[src/rtl/core/bfa_pkg.sv]
// Shared types and constants for the bitmap frame allocator.
// No dependencies.
package bfa_pkg;

   localparam int MAX_FRAMES   = 4096;
   localparam int WORD_BITS    = 32;
   localparam int MAP_WORDS    = MAX_FRAMES / WORD_BITS;
   localparam int WORD_IDX_W   = $clog2(MAP_WORDS);
   localparam int BIT_IDX_W    = $clog2(WORD_BITS);
   localparam int FRAME_W      = 13;
   localparam int FRAME_SHIFT  = 12;
   localparam int QUEUE_DEPTH  = 2;

   typedef enum logic [1:0] {
      CMD_ALLOC   = 2'd0,
      CMD_FREE    = 2'd1,
      CMD_RELEASE = 2'd2,
      CMD_RESERVE = 2'd3
   } cmd_type;

   typedef enum logic [1:0] {
      ST_OK      = 2'd0,
      ST_OOM     = 2'd1,
      ST_INVALID = 2'd2
   } status_type;

   typedef enum logic [1:0] {
      B_IDLE,
      B_WALK,
      B_DONE
   } back_state_type;

   // Work item handed from front to back: frame range [lo, hi) and a
   // flag for items that need no map access.
   typedef struct packed {
      cmd_type              cmd;
      logic [FRAME_W-1:0]   lo;
      logic [FRAME_W-1:0]   hi;
      logic                 skip;
   } work_type;

endpackage

[src/rtl/core/bfa_front.sv]
// Front end: frame count register, input acceptance and command decode.
// Depends on bfa_pkg.
module bfa_front import bfa_pkg::*; (
   input  logic                 clock,
   input  logic                 reset,
   input  logic                 req_tvalid,
   output logic                 req_tready,
   input  logic [1:0]           req_command,
   input  logic [31:0]          req_address,
   input  logic [32:0]          req_end_address,
   input  logic                 csr_write,
   input  logic                 csr_index,
   input  logic [FRAME_W-1:0]   csr_wdata,
   output logic [FRAME_W-1:0]   frame_count,
   input  logic                 queue_full,
   output logic                 push,
   output work_type             work
);

   logic [FRAME_W-1:0] frame_count_ff, frame_count_in;
   logic [FRAME_W-1:0] cnt;
   logic [19:0]        free_f;
   logic [32:0]        rel_sum;
   logic [20:0]        start_f, end_f;
   logic [FRAME_W-1:0] end_c;
   cmd_type            cmd;

   always_comb begin
      frame_count_in = frame_count_ff;
      if (csr_write && csr_index == 1'b0) begin
         frame_count_in = csr_wdata;
      end
   end

   always_ff @(posedge clock) begin
      if (reset) begin
         frame_count_ff <= FRAME_W'(MAX_FRAMES);
      end else begin
         frame_count_ff <= frame_count_in;
      end
   end

   assign frame_count = frame_count_ff;
   assign req_tready  = !queue_full;
   assign push        = req_tvalid && !queue_full;

   always_comb begin
      cmd     = cmd_type'(req_command);
      cnt     = (frame_count_ff > FRAME_W'(MAX_FRAMES)) ? FRAME_W'(MAX_FRAMES)
                                                         : frame_count_ff;
      free_f  = req_address[31:FRAME_SHIFT];
      rel_sum = {1'b0, req_address} + 33'h0_0000_0FFF;
      start_f = (cmd == CMD_RELEASE) ? rel_sum[32:FRAME_SHIFT]
                                     : {1'b0, req_address[31:FRAME_SHIFT]};
      end_f   = req_end_address[32:FRAME_SHIFT];
      end_c   = (end_f > {8'd0, cnt}) ? cnt : end_f[FRAME_W-1:0];

      work.cmd = cmd;
      unique case (cmd)
         CMD_ALLOC: begin
            work.lo   = '0;
            work.hi   = cnt;
            work.skip = (cnt == '0);
         end
         CMD_FREE: begin
            work.lo   = free_f[FRAME_W-1:0];
            work.hi   = free_f[FRAME_W-1:0] + FRAME_W'(1);
            work.skip = (free_f >= {7'd0, cnt});
         end
         default: begin
            work.lo   = start_f[FRAME_W-1:0];
            work.hi   = end_c;
            work.skip = (start_f >= {8'd0, end_c});
         end
      endcase
   end

endmodule

[config.mk]
export PLATFORM = sky130hd
export DESIGN_NAME = bfa_front
export DESIGN_NICKNAME = d
export VERILOG_FILES = /design/src/rtl/core/bfa_pkg.sv /design/src/rtl/core/bfa_front.sv
export SDC_FILE = /design/constraint.sdc
export NUM_CORES = 1
export LEC_CHECK = 0
export BUFFER_PORTS_ARGS = -buffer_cell sky130_fd_sc_hd__buf_2
export CAP_MARGIN = 0
export CORE_MARGIN = 2
export CORE_UTILIZATION = 50
export CTS_CLUSTER_DIAMETER = 100
export DETAILED_ROUTE_END_ITERATION = 12
export HOLD_SLACK_MARGIN = 0.02
export PLACE_DENSITY = 0.87
export REMOVE_ABC_BUFFERS = 1
export SYNTH_ARGS = -nofsm -noshare
export SYNTH_HDL_FRONTEND = slang
export SYNTH_SLANG_ARGS = --single-unit
[constraint.sdc]
create_clock -name clock -period 6.3 [get_ports clock]
set_input_delay 0.315 -clock clock [delete_from_list [all_inputs] [get_ports clock]]
set_output_delay 0.315 -clock clock [all_outputs]
set_load 0.02 [all_outputs]
==> results_dict.tcl <==
set metrics [dict create \
    status "completed" \
    grt_pass1_wl_um 12180 \
    placed_cells_incl_taps 503 \
    rsz0062_at_grt "false" \
    ys_warn_count 0 \
    critPathKind "flop to primary output" \
    vias 3004 \
    max_freq_mhz 195.4 \
    regArea_um2 260.3 \
    via_per_inst 5.925 \
    synthTopCellsByArea "ha_1, dfxtp_1, nand2_1" \
    globalRouteOverflowTotal 0 \
    ant_nets 0 \
    first_iter_violations 304 \
    cts_buffers 3 \
    grt_antenna_before_repair 0 \
    cts_setup_buffers 0 \
    postSynthAreaPerCell_um2 7.503 \
    cp-start-kind "flop" \
    vdd_drop_max_mv 0.1330 \
    wl_per_cell_um 15.18 \
    fin_cells 507 \
    p_leak_nw 1.515 \
    period_minus_slack_ps 5117 \
    htree_levels 1 \
    routed_wl_um 7698 \
    seq_area_frac_synth 0.1038 \
    yosysTopAreaCell "ha_1" \
    io_buffers 117 \
    ys_ff_latch 13 \
    synthesis.area_um2 2506 \
    synth-edff-count 0 \
    cts_tree "done" \
    finalSetupViolations 0 \
    max-clock-path-buffers 2 \
    fin_util 0.6593 \
    drv_slew 0 \
    path_clk_slew_ps 50 \
    finalCritPeriodShare 0.8122 \
    synth.top_cell.area_share 0.1997 \
    cap_viol_max_count 0 \
    cts_hold_buf 0 \
    synth.distinct_cells 41 \
    cts.sinks 13 \
    core_area_um2 4786 \
    internal-power_w 0.0002005 \
    slew_headroom 0.3379 \
    die_area_um2 5594 \
    synth_cells 334 \
    first_pass_iters 5 \
    skew_ps 0 \
    hold_viol_final 0 \
    crit_required_ps 5980 \
    grt_pass1_vias 2757 \
    p_per_area_nw_per_um2 105.3 \
    synthArstFlopShare 0 \
    die-height_um 74.80 \
    worst-slew-pin-transition_ps 993.1 \
    path_max_fanout 15 \
    multi_input_area_um2 2113 \
    power.switching_w 0.0001317 \
    synthFlopType "dfxtp_1" \
    pwr-share-clk 0.217 \
    ctsResizeCount 0 \
    cts-root-buf "clkbuf_8" \
    tns_ps 0 \
    grt_max_degree 21 \
    ios 130 \
    hpwl_um 6395 \
    grt_usage 0.2761 \
    sequentialPowerShare 0.276 \
    drive_gt1_frac 0.2932 \
    power_w 0.0003322 \
    largest_register_ffs 13 \
    hold_class "primary input to flop" \
    die_x_um 74.80 \
    switching_share 0.3964 \
    gp_congestion 0.8930 \
    antenna_cells 0 \
    rows 25 \
    power.share.combinational 0.508 \
    worstSetupEndpointType "primary output" \
    clk_latency_ps 240 \
    fin_nets 567 \
    fillers 413 \
    fin_ws_ps 1183 \
    drc 0 \
    pre_cts_slack_ps 1490 \
    area_delta_synth_final_pct 25.91 \
    arrival_ps 4800 \
    initial_core_util 0.5237 \
]
cell usage after synthesis, drive strengths merged, types with 5 or more instances:
cell	number
nor2b	16
nand4	6
nor2	16
xnor2	17
nor4	9
and3	5
nand2	46
clkbuf	12
ha	40
o21ai	20
mux2i	12
xor2	8
a22o	12
nand3	6
inv	16
a22oi	9
dfxtp	13
a21o	7
a21oi	21
final cells by class:
cell class,instances,area share
flip-flops and latches,13,0.08247
inverters,16,0.01903
multi-input cells,289,0.6697
well taps,67,0.02657
repair buffers,118,0.1879
clock buffers,4,0.01427
placed cells by master (no fill, tap or decap), types with 2 or more instances in the layout:
cell type | Yosys | final
nor4_1 | 9 | 9
o21a_1 | 2 | 2
buf_2 | 1 | 117
a22oi_1 | 8 | 8
nand4_1 | 6 | 6
o221ai_1 | 3 | 3
ha_1 | 40 | 40
dfxtp_1 | 13 | 13
nor3_1 | 2 | 2
a22o_1 | 12 | 12
nor2_1 | 16 | 16
nand3_1 | 6 | 6
a21oi_1 | 21 | 21
o211ai_1 | 3 | 3
a211o_1 | 2 | 2
xor2_1 | 8 | 8
a211oi_1 | 4 | 4
mux2i_1 | 12 | 12
nand2_1 | 46 | 46
and3_1 | 5 | 5
mux2_2 | 3 | 3
nand2b_1 | 4 | 4
and4_1 | 4 | 4
o21ai_0 | 20 | 20
nor2b_1 | 16 | 16
a41oi_1 | 2 | 2
xnor2_1 | 17 | 17
inv_1 | 16 | 16
a21o_1 | 7 | 7
nor3b_1 | 2 | 2
clkbuf_8 | 0 | 3
kinds of logic (layout without fill, tap and decap cells):
family | after synthesis | after routing | synth area share
simple gates | 118 | 118 | 0.2361
compound gates | 90 | 90 | 0.2526
fa+ha+maj | 40 | 40 | 0.1997
buf+inv | 32 | 138 | 0.05292
xor+xnor | 25 | 25 | 0.08737
mux | 16 | 16 | 0.06740
flops | 13 | 13 | 0.1038
critical path, cell delays in order (launching register included):
cell and delay, ps:
dfxtp_1 590, inv_1 210, ha_1 340, nand2_1 60, o21ai_0 420, o21ai_0 170
a22oi_2 840, mux2_2 460, ha_1 300, o21ai_0 170, o21bai_1 90, a211oi_1 300
nor3_1 100, o221ai_1 190, a41oi_1 120, buf_2 170
power groups by stage:
| stage | logic [W] | registers [W] | clock network, W |
|---|---|---|---|
| after global placement | 0.000161 | 0.0000930 | 0 |
| after CTS | 0.000167 | 0.0000915 | 0.0000727 |
| after detailed placement | 0.000166 | 0.0000932 | 0 |
| after floorplan | 0.0000896 | 0.0000967 | 0 |
| after global routing | 0.000185 | 0.0000924 | 0.0000752 |
| final | 0.000169 | 0.0000916 | 0.0000719 |
path summary, 6_finish.rpt:
kind / from / to / slack, ps / cells past startpoint
worst max-delay path: frame_count[12] / work[0] / 1180 / 15
worst max register to register: frame_count[12] / frame_count[12] / 5170 / 3
worst min register to register: frame_count[3] / frame_count[3] / 500 / 2
worst min-delay path: csr_wdata[12] / frame_count[12] / 290 / 2
layer usage:
metal	wire, um	part of all wire	vias to the layer above	global-route usage
li1	-	-	1442	-
met1	3208	0.42	1372	0.3417
met2	3683	0.48	164	0.4946
met3	594	0.077	26	0.02811
met4	211	0.027	0	0.1012
met5	0	0	-	0
stage by stage:
stage,area [um^2],hold slack [ps]
floorplan,2434,384.1
global placement,3110,476.3
detailed placement,3110,483.8
CTS,3156,283.3
global route,3156,289.8
finish,3156,286.0
No activity file was read; power rests on OpenSTA's default activity.
