--- src/rtl/core/bfa_pkg.sv ---
// Shared types and constants for the bitmap frame allocator.
// No dependencies.
package bfa_pkg;

   localparam int MAX_FRAMES   = 4096;
   localparam int WORD_BITS    = 32;
   localparam int MAP_WORDS    = MAX_FRAMES / WORD_BITS;
   localparam int WORD_IDX_W   = $clog2(MAP_WORDS);
   localparam int BIT_IDX_W    = $clog2(WORD_BITS);
   localparam int FRAME_W      = 13;
   localparam int FRAME_SHIFT  = 12;
   localparam int QUEUE_DEPTH  = 2;

   typedef enum logic [1:0] {
      CMD_ALLOC   = 2'd0,
      CMD_FREE    = 2'd1,
      CMD_RELEASE = 2'd2,
      CMD_RESERVE = 2'd3
   } cmd_type;

   typedef enum logic [1:0] {
      ST_OK      = 2'd0,
      ST_OOM     = 2'd1,
      ST_INVALID = 2'd2
   } status_type;

   typedef enum logic [1:0] {
      B_IDLE,
      B_WALK,
      B_DONE
   } back_state_type;

   // Work item handed from front to back: frame range [lo, hi) and a
   // flag for items that need no map access.
   typedef struct packed {
      cmd_type              cmd;
      logic [FRAME_W-1:0]   lo;
      logic [FRAME_W-1:0]   hi;
      logic                 skip;
   } work_type;

endpackage

--- src/rtl/core/bfa_queue.sv ---
// Short FIFO of decoded work items between front and back.
// Depends on bfa_pkg.
module bfa_queue import bfa_pkg::*; (
   input  logic      clock,
   input  logic      reset,
   input  logic      push,
   input  work_type  push_data,
   output logic      full,
   input  logic      pop,
   output logic      not_empty,
   output work_type  head
);

   localparam int PTR_W = $clog2(QUEUE_DEPTH);

   work_type             slot_ff [QUEUE_DEPTH];
   logic [PTR_W-1:0]     rd_ptr_ff, rd_ptr_in, wr_ptr_ff, wr_ptr_in;
   logic [PTR_W:0]       level_ff, level_in;

   assign full      = (level_ff == (PTR_W+1)'(QUEUE_DEPTH));
   assign not_empty = (level_ff != '0);
   assign head      = slot_ff[rd_ptr_ff];

   always_comb begin
      rd_ptr_in = rd_ptr_ff;
      wr_ptr_in = wr_ptr_ff;
      level_in  = level_ff;
      if (push) begin
         wr_ptr_in = (wr_ptr_ff == PTR_W'(QUEUE_DEPTH-1)) ? '0 : wr_ptr_ff + PTR_W'(1);
      end
      if (pop) begin
         rd_ptr_in = (rd_ptr_ff == PTR_W'(QUEUE_DEPTH-1)) ? '0 : rd_ptr_ff + PTR_W'(1);
      end
      if (push && !pop) begin
         level_in = level_ff + (PTR_W+1)'(1);
      end else if (pop && !push) begin
         level_in = level_ff - (PTR_W+1)'(1);
      end
   end

   always_ff @(posedge clock) begin
      if (reset) begin
         rd_ptr_ff <= '0;
         wr_ptr_ff <= '0;
         level_ff  <= '0;
      end else begin
         rd_ptr_ff <= rd_ptr_in;
         wr_ptr_ff <= wr_ptr_in;
         level_ff  <= level_in;
      end
   end

   always_ff @(posedge clock) begin
      if (push) begin
         slot_ff[wr_ptr_ff] <= push_data;
      end
   end

endmodule

--- config.mk ---
export PLATFORM = sky130hd
export DESIGN_NAME = bfa_queue
export DESIGN_NICKNAME = d
export VERILOG_FILES = /design/src/rtl/core/bfa_pkg.sv /design/src/rtl/core/bfa_queue.sv
export SDC_FILE = /design/constraint.sdc
export NUM_CORES = 1
export LEC_CHECK = 0
export BUFFER_PORTS_ARGS = -buffer_cell sky130_fd_sc_hd__buf_2
export CORE_UTILIZATION = 50
export DETAILED_ROUTE_END_ITERATION = 7
export PLACE_DENSITY = 0.77
export SLEW_MARGIN = 15
export SYNTH_ARGS = -nofsm -noshare
export SYNTH_HDL_FRONTEND = slang
export SYNTH_SLANG_ARGS = --single-unit
--- constraint.sdc ---
create_clock -name clock -period 2.8 [get_ports clock]
set_input_delay 0.28 -clock clock [delete_from_list [all_inputs] [get_ports clock]]
set_output_delay 0.28 -clock clock [all_outputs]
set_load 0.01 [all_outputs]
==> results.cfg, run 1 <==
[floorplan]
start_util_pct = 52.5
die_w_um = 69.9
rows = 24
die_area_mm2 = 0.00488
dieHeight_um = 69.9
core-area_mm2 = 0.00438
io_pins = 64

[routing]
vias_per_cell = 4.93
dr.pass1.iters = 5
ant_nets = 0
drc_errors = 0
wl_per_cell_um = 14.9
dr.first_iter.drc_count = 40
wl_um = 3610
route.vias.total = 1194

[sta]
worstMarginPinSlew_ps = 583
grt_setup_unrepaired = false
hold_viol = 0
slew_viol_final = 0
post-route-period-util_pct = 74.8
finalSetupViolCount = 0
hold_slack_ps = 135
min_period_ps = 2090
fin_skew_ps = 4.29
fmax_mhz = 478
slew_headroom_pct = 61.0
fin_tns_setup_ps = 0

[finish]
drive_gt1_share_pct = 58.4
diodes = 0
layout_common_cells = 63 x buf_2, 58 x edfxtp_1, 29 x mux2_2, 9 x clkbuf_8, 5 x dfxtp_1
fillers = 327
final_cell_area_mm2 = 0.00286
syn2layout_area_growth_pct = 24.2
final_core_util_pct = 65.2
mostFrequentLayoutCell = buf_2
fin_nets = 220

[global_routing]
grt_usage_pct = 16.7
grt_pass1_wl_um = 5830
antenna_found_initial = 0
grt_max_degree = 19
first_global_vias = 1292
grt-ovfl-total = 0

[power_and_ir_drop]
p_leak_uw = 0.00111
p_per_area_mw_per_mm2 = 717
ir_worst_vdd_mv = 0.377

[clocking]
cts.repair.resized = 0
clockBufferDepth = 2
cts_root_buf = clkbuf_8
cts_setup_buffers = 0
cts_buffers = 9
cts_tree = yes
ctsHtreeMaxLevel = 3
path_clk_slew_ps = 60
clk-insertion-delay-late_ps = 330
hold_buffers = 0
cts.sinks = 63

[placed_design]
hpwl_um = 2450
globalplace.congestion = 0.695
io_buffers = 63
place_area_mm2 = 0.00268

[hold_path]
hold_class = input port to flop

[logic_synthesis]
synth.avg_cell_area_um2 = 20.6
yosysSeqAreaShare_pct = 80.0
yosysWarnings = 0
synthesis.nets = 146
synthTopCellsByArea = edfxtp_1 76%, mux2_2 14%, dfxtp_1 4.3%
netlist_area_mm2 = 0.00230
synth.top_cell.area_share_pct = 75.7
synthesis.instances = 112
synth_seq_cells = 63
synth.distinct_cells = 18
synth_top_cell_by_area = edfxtp_1

[critical_path]
start_kind = flop
required_ps = 2520
r2r_slack_ps = 1250
crit_fanout = 18
crit_arrival_ps = 1810
path_class = flop to output port
endpoint_kind = output port

[run_status]
run_status = finished, final reports clean

[job]
drv_cap = 0
## kinds of logic after synthesis
| logic type | Yosys count | share of synthesized area [%] |
|---|---|---|
| AO/OA/AOI/OAI | 2 | 0.434 |
| XOR/XNOR | 4 | 1.52 |
| adder cells (fa/ha/maj) | 1 | 0.543 |
| buffers and inverters | 4 | 1.20 |
| flip-flops | 63 | 80.0 |
| multiplexers | 29 | 14.2 |
| AND/OR/NAND/NOR | 9 | 2.12 |
## per-layer routing
metal  track usage [%]  vias up  share of wire, %
li1                  -      580                 -
met2              27.7       43                50
met3              6.06       11               6.6
met5                 0        -                 0
met1              17.2      560                40
met4              12.2        0               3.4
## report_power, final
group          switching (µW)  internal, µW
clock network             313           395
registers                22.7          1100
logic                     111           113
## cells in the mapped netlist
cell / number
dfxtp_1: 5
o21ai_0: 1
and2b_2: 1
inv_1: 1
buf_4: 1
and2_1: 1
buf_6: 1
or3_1: 1
nor2b_1: 1
or2_2: 1
ha_1: 1
xnor2_1: 2
nor2_1: 4
a21oi_1: 1
edfxtp_1: 58
buf_2: 1
xor2_1: 2
mux2_2: 29
## final timing paths
path	from	endpoint	cells past startpoint
worst max-delay path	flop	head[5]	3
worst min-delay path	push_data[1]	slot_ff[0][1]$_DFFE_PP_	1
worst max register to register	wr_ptr_ff$_SDFFE_PP0P_	slot_ff[1][9]$_DFFE_PP_	2
worst min register to register	level_ff[1]$_SDFFE_PP0P_	level_ff[1]$_SDFFE_PP0P_	2
## metrics by stage
stage | power (µW) | std cells | setup WS [ps]
after floorplan | 1270 | 112 | 746
after global placement | 1350 | 227 | 1060
after detailed placement | 1370 | 227 | 1010
after CTS | 2070 | 242 | 656
after global routing | 2130 | 242 | 587
final | 2050 | 242 | 706
## worst max-delay path, cell delays in order, from the launching register on
cell and delay (ps):
dfxtp_1 620, buf_4 360, mux2_2 370, buf_2 140
## area by class of cell
type	instances	area, µm²	area share (%)
Timing Repair Buffer	66	338	11.8
Inverter	1	3.75	0.131
Clock buffer	9	124	4.33
Multi-Input combinational cell	45	435	15.2
Sequential cell	63	1840	64.4
Clock inverter	6	52.6	1.84
Tap cell	52	65.1	2.27
## state kept, by name, indices dropped and copies added, names as in the netlist, named ones only
signal     cells
rd_ptr_ff      1
slot_ff       58
wr_ptr_ff      1
level_ff       2
Power figures use the tool's default switching activity.
==> run 2: changes to the inputs <==
CORE_UTILIZATION = 46   (was 50)
PLACE_DENSITY = 0.74   (was 0.77)
clock period = 1.8 ns   (was 2.8 ns; I/O delays follow)
==> run 2 against run 1 <==
  * Combinational power rose by 64%
  * Largest power group unchanged
  * Clock-buffer cell count rose by 1
  * Highest routed layer unchanged
  * Critical endpoint is now head[13]
  * First-iteration DRC count fell by 25%
==> results.cfg, run 2 (synthesized netlist as in run 1, its figures left out) <==
[run_status]
run_status = finished, final reports clean

[critical_path]
max_stage_delay_ps = 380
required_ps = 1620
critical-path-top-delay-family = buffers and inverters
endpoint_kind = output port
path_class = flop to output port
timing.critical_path.buf_inv = 2
start_kind = flop
cp_cell_sequence = buf_4 -> mux2_2 -> buf_2
critPathSlowestCell = mux2_2
crit_arrival_ps = 1440
crit_fanout = 18

[routing]
route.vias.total = 1235
dr.pass1.iters = 4
wl_per_cell_um = 14.4
drc_errors = 0
vias_per_cell = 4.75
dr.first_iter.drc_count = 30
ant_nets = 0
wl_um = 3740

[finish]
fin_nets = 223
largest_reg_flops = 58
syn2layout_area_growth_pct = 27.1
mostFrequentLayoutCell = buf_2
diodes = 0
final_core_util_pct = 61.6
regMostFlops = slot_ff
layout_common_cells = 63 x buf_2, 58 x edfxtp_1, 29 x mux2_2, 9 x clkbuf_8, 6 x buf_4
drive_gt1_share_pct = 59.1
largestRegisters = slot_ff x58, level_ff x2
final_cell_area_mm2 = 0.00293

[sta]
post-route-period-util_pct = 90.1
min_period_ps = 1620
grt_setup_unrepaired = false
hold_viol = 0
fin_skew_ps = 4.33
finalSetupViolCount = 0
hold_slack_ps = 30.3
slew_viol_final = 0
fin_tns_setup_ps = 0
worstMarginPinSlew_ps = 271
slew_headroom_pct = 82.0
fmax_mhz = 616

[clocking]
clk-insertion-delay-late_ps = 330
hold_buffers = 0
cts.repair.resized = 0
cts_root_buf = clkbuf_8
cts_buffers = 9
clockBufferDepth = 2
path_clk_slew_ps = 70
cts_tree = yes
ctsHtreeMaxLevel = 3
cts_setup_buffers = 0
cts.sinks = 63

[floorplan]
io_pins = 64
start_util_pct = 48.4
die_area_mm2 = 0.00529
core-area_mm2 = 0.00475
rows = 25
dieHeight_um = 72.7
die_w_um = 72.7

[power_and_ir_drop]
p_total_uw = 3350
ir_worst_vdd_mv = 0.669
p_leak_uw = 0.00113
p_per_area_mw_per_mm2 = 1150

[placed_design]
io_buffers = 63
hpwl_um = 2520
place_area_mm2 = 0.00273
globalplace.congestion = 0.646

[global_routing]
grt-ovfl-total = 0
grt_max_degree = 21
first_global_vias = 1261
grt_usage_pct = 15.8
antenna_found_initial = 0
grt_pass1_wl_um = 5660

[job]
drv_cap = 0

[hold_path]
hold_class = input port to flop
[run 2: cell count changes in the layout (fill, tap and decap cells not counted), sizes merged]
cell / previous run / this run
clkinv: 5 / 3
clkbuf: 9 / 10
bufinv: 1 / 2
buf: 66 / 69
[run 2: cell type report]
class,instances,area (µm²)
Sequential cell,63,1840
Timing Repair Buffer,69,360
Clock inverter,5,73.8
Clock buffer,10,128
Inverter,1,3.75
Multi-Input combinational cell,45,435
Tap cell,67,83.8
Fill cell,381,1830
[run 2: worst paths after layout]
kind                           from                       end  slack, ps  cells after the start
min reg2reg  rd_ptr_ff$_SDFFE_PP0P_                      flop        520                      2
max reg2reg  wr_ptr_ff$_SDFFE_PP0P_   slot_ff[1][3]$_DFFE_PP_        650                      2
max                            flop                  head[13]        180                      3
min                   push_data[17]  slot_ff[1][17]$_DFFE_PP_         30                      1
[run 2: report_power, final]
part           total [µW]  internal (µW)  switching (µW)  leakage, µW
logic                 368            183             184     0.000445
clock network        1250            762             492     0.000104
registers            1730           1700            28.3     0.000586
total                3350           2650             705      0.00113
[run 2: metal layers]
| metal | vias to the layer above | routed length [µm] | track usage, % |
|---|---|---|---|
| met5 | - | 0 | 0 |
| met2 | 55 | 1820 | 25.8 |
| li1 | 580 | - | - |
| met3 | 11 | 297 | 8.70 |
| met4 | 0 | 99 | 8.50 |
| met1 | 589 | 1530 | 16.1 |
[run 2: worst reg2reg max path: cells and delay by family, from the launching register on]
kind,cells,cell delay [ps]
AND/OR/NAND/NOR,1,160
flip-flops,1,380
buffers and inverters,1,280
[run 2: stage by stage]
step           setup WS [ps]  instances
3_3_place_gp             569        245
3_5_place_dp             530        245
4_1_cts                  153        260
2_1_floorplan            291        112
5_1_grt                  111        260
6_report                 178        260
==> run 3: changes to the inputs <==
CAP_MARGIN = 20   (was default)
MAX_ROUTING_LAYER = met4   (was default)
==> run 3 against run 2 <==
  * Critical path depth did not move
  * Sequential cell count did not move
  * Fmax rose by 0.24%
  * Sequential power barely moved
  * Worst setup slack improved by 3.9 ps
  * Register-to-register slack barely moved
  * Non-clock buffer count did not move
  * Critical path type unchanged
==> results.cfg, run 3 (synthesized netlist as in run 1, its figures left out) <==
[finish]
syn2layout_area_growth_pct = 27.1
diodes = 0
final_cell_area_mm2 = 0.00293
final_core_util_pct = 61.6
largest_reg_flops = 58
fin_nets = 223
regMostFlops = slot_ff
layout_common_cells = 63 x buf_2, 58 x edfxtp_1, 29 x mux2_2, 9 x clkbuf_8, 6 x buf_4
fin_cells = 260
mostFrequentLayoutCell = buf_2
largestRegisters = slot_ff x58, level_ff x2
drive_gt1_share_pct = 59.1

[hold_path]
hold_class = input port to flop

[critical_path]
start_kind = flop
r2r_slack_ps = 650
required_ps = 1620
endpoint_kind = output port
crit_arrival_ps = 1440
crit_fanout = 18
path_class = flop to output port

[routing]
wl_um = 3730
route.vias.total = 1223
drc_errors = 0
wl_per_cell_um = 14.3
dr.first_iter.drc_count = 26
ant_nets = 0
dr.pass1.iters = 4
vias_per_cell = 4.70

[floorplan]
die_area_mm2 = 0.00529
start_util_pct = 48.4
die_w_um = 72.7
io_pins = 64
rows = 25
dieHeight_um = 72.7
core-area_mm2 = 0.00475

[clocking]
cts_tree = yes
cts_buffers = 9
cts.repair.resized = 0
cts_setup_buffers = 0
cts.sinks = 63
cts_root_buf = clkbuf_8
hold_buffers = 0
path_clk_slew_ps = 70
ctsHtreeMaxLevel = 3
clk-insertion-delay-late_ps = 330
clockBufferDepth = 2

[global_routing]
grt_max_degree = 21
grt_use_met2_pct = 25.8
grt-ovfl-total = 0
grt.busiest_layer = met2
grt_use_met3_pct = 8.56
grt_usage_pct = 16.2
grtUsageMet1_pct = 16.1
grt_pass1_wl_um = 5660
antenna_found_initial = 0
first_global_vias = 1261

[sta]
fin_skew_ps = 4.38
hold_viol = 0
fmax_mhz = 618
fin_tns_setup_ps = 0
hold_slack_ps = 34.2
post-route-period-util_pct = 89.9
worstMarginPinSlew_ps = 274
grt_setup_unrepaired = false
min_period_ps = 1620
slew_viol_final = 0
slew_headroom_pct = 81.8
finalSetupViolCount = 0

[power_and_ir_drop]
ir_worst_vdd_mv = 0.668
p_per_area_mw_per_mm2 = 1140
p_leak_uw = 0.00113

[run_status]
run_status = finished, final reports clean

[placed_design]
io_buffers = 63
dp.cells = 245
hpwl_um = 2520
globalplace.congestion = 0.651
place_area_mm2 = 0.00273

[job]
drv_cap = 0
run 3: path summary, 6_finish.rpt:
kind / cells past startpoint / end / start
hold / removal: 1 / slot_ff[1][17]$_DFFE_PP_ / push_data[17]
hold reg to reg: 2 / flop / rd_ptr_ff$_SDFFE_PP0P_
setup reg to reg: 2 / slot_ff[1][0]$_DFFE_PP_ / wr_ptr_ff$_SDFFE_PP0P_
setup / recovery: 3 / head[13] / flop
run 3: per-stage QoR:
step | worst slack (ps) | power, µW
floorplan | 291 | 1970
global placement | 569 | 2110
detailed placement | 530 | 2130
CTS | 153 | 3400
global route | 114 | 3490
finish | 182 | 3350
run 3: layout make-up:
| cell class | instances | area, µm² |
|---|---|---|
| inverters | 1 | 3.75 |
| clock buffers | 10 | 128 |
| fillers | 381 | 1830 |
| flip-flops and latches | 63 | 1840 |
| multi-input cells | 45 | 435 |
| well taps | 67 | 83.8 |
| clock inverters | 5 | 73.8 |
| repair buffers | 69 | 360 |
run 3: report_power, final:
part	switching, µW	internal [µW]
clock network	487	762
registers	28.3	1700
logic	184	183
total	699	2650
run 3: worst max-delay path: stages (launching register included):
cell,delay (ps)
dfxtp_1,320
buf_4,250
mux2_2,390
buf_2,140
run 3: layer usage:
metal | share of wire, % | up-vias
met5 | 0 | -
met4 | 1.8 | 0
met3 | 6.1 | 9
met2 | 51 | 44
met1 | 41 | 589
li1 | - | 581
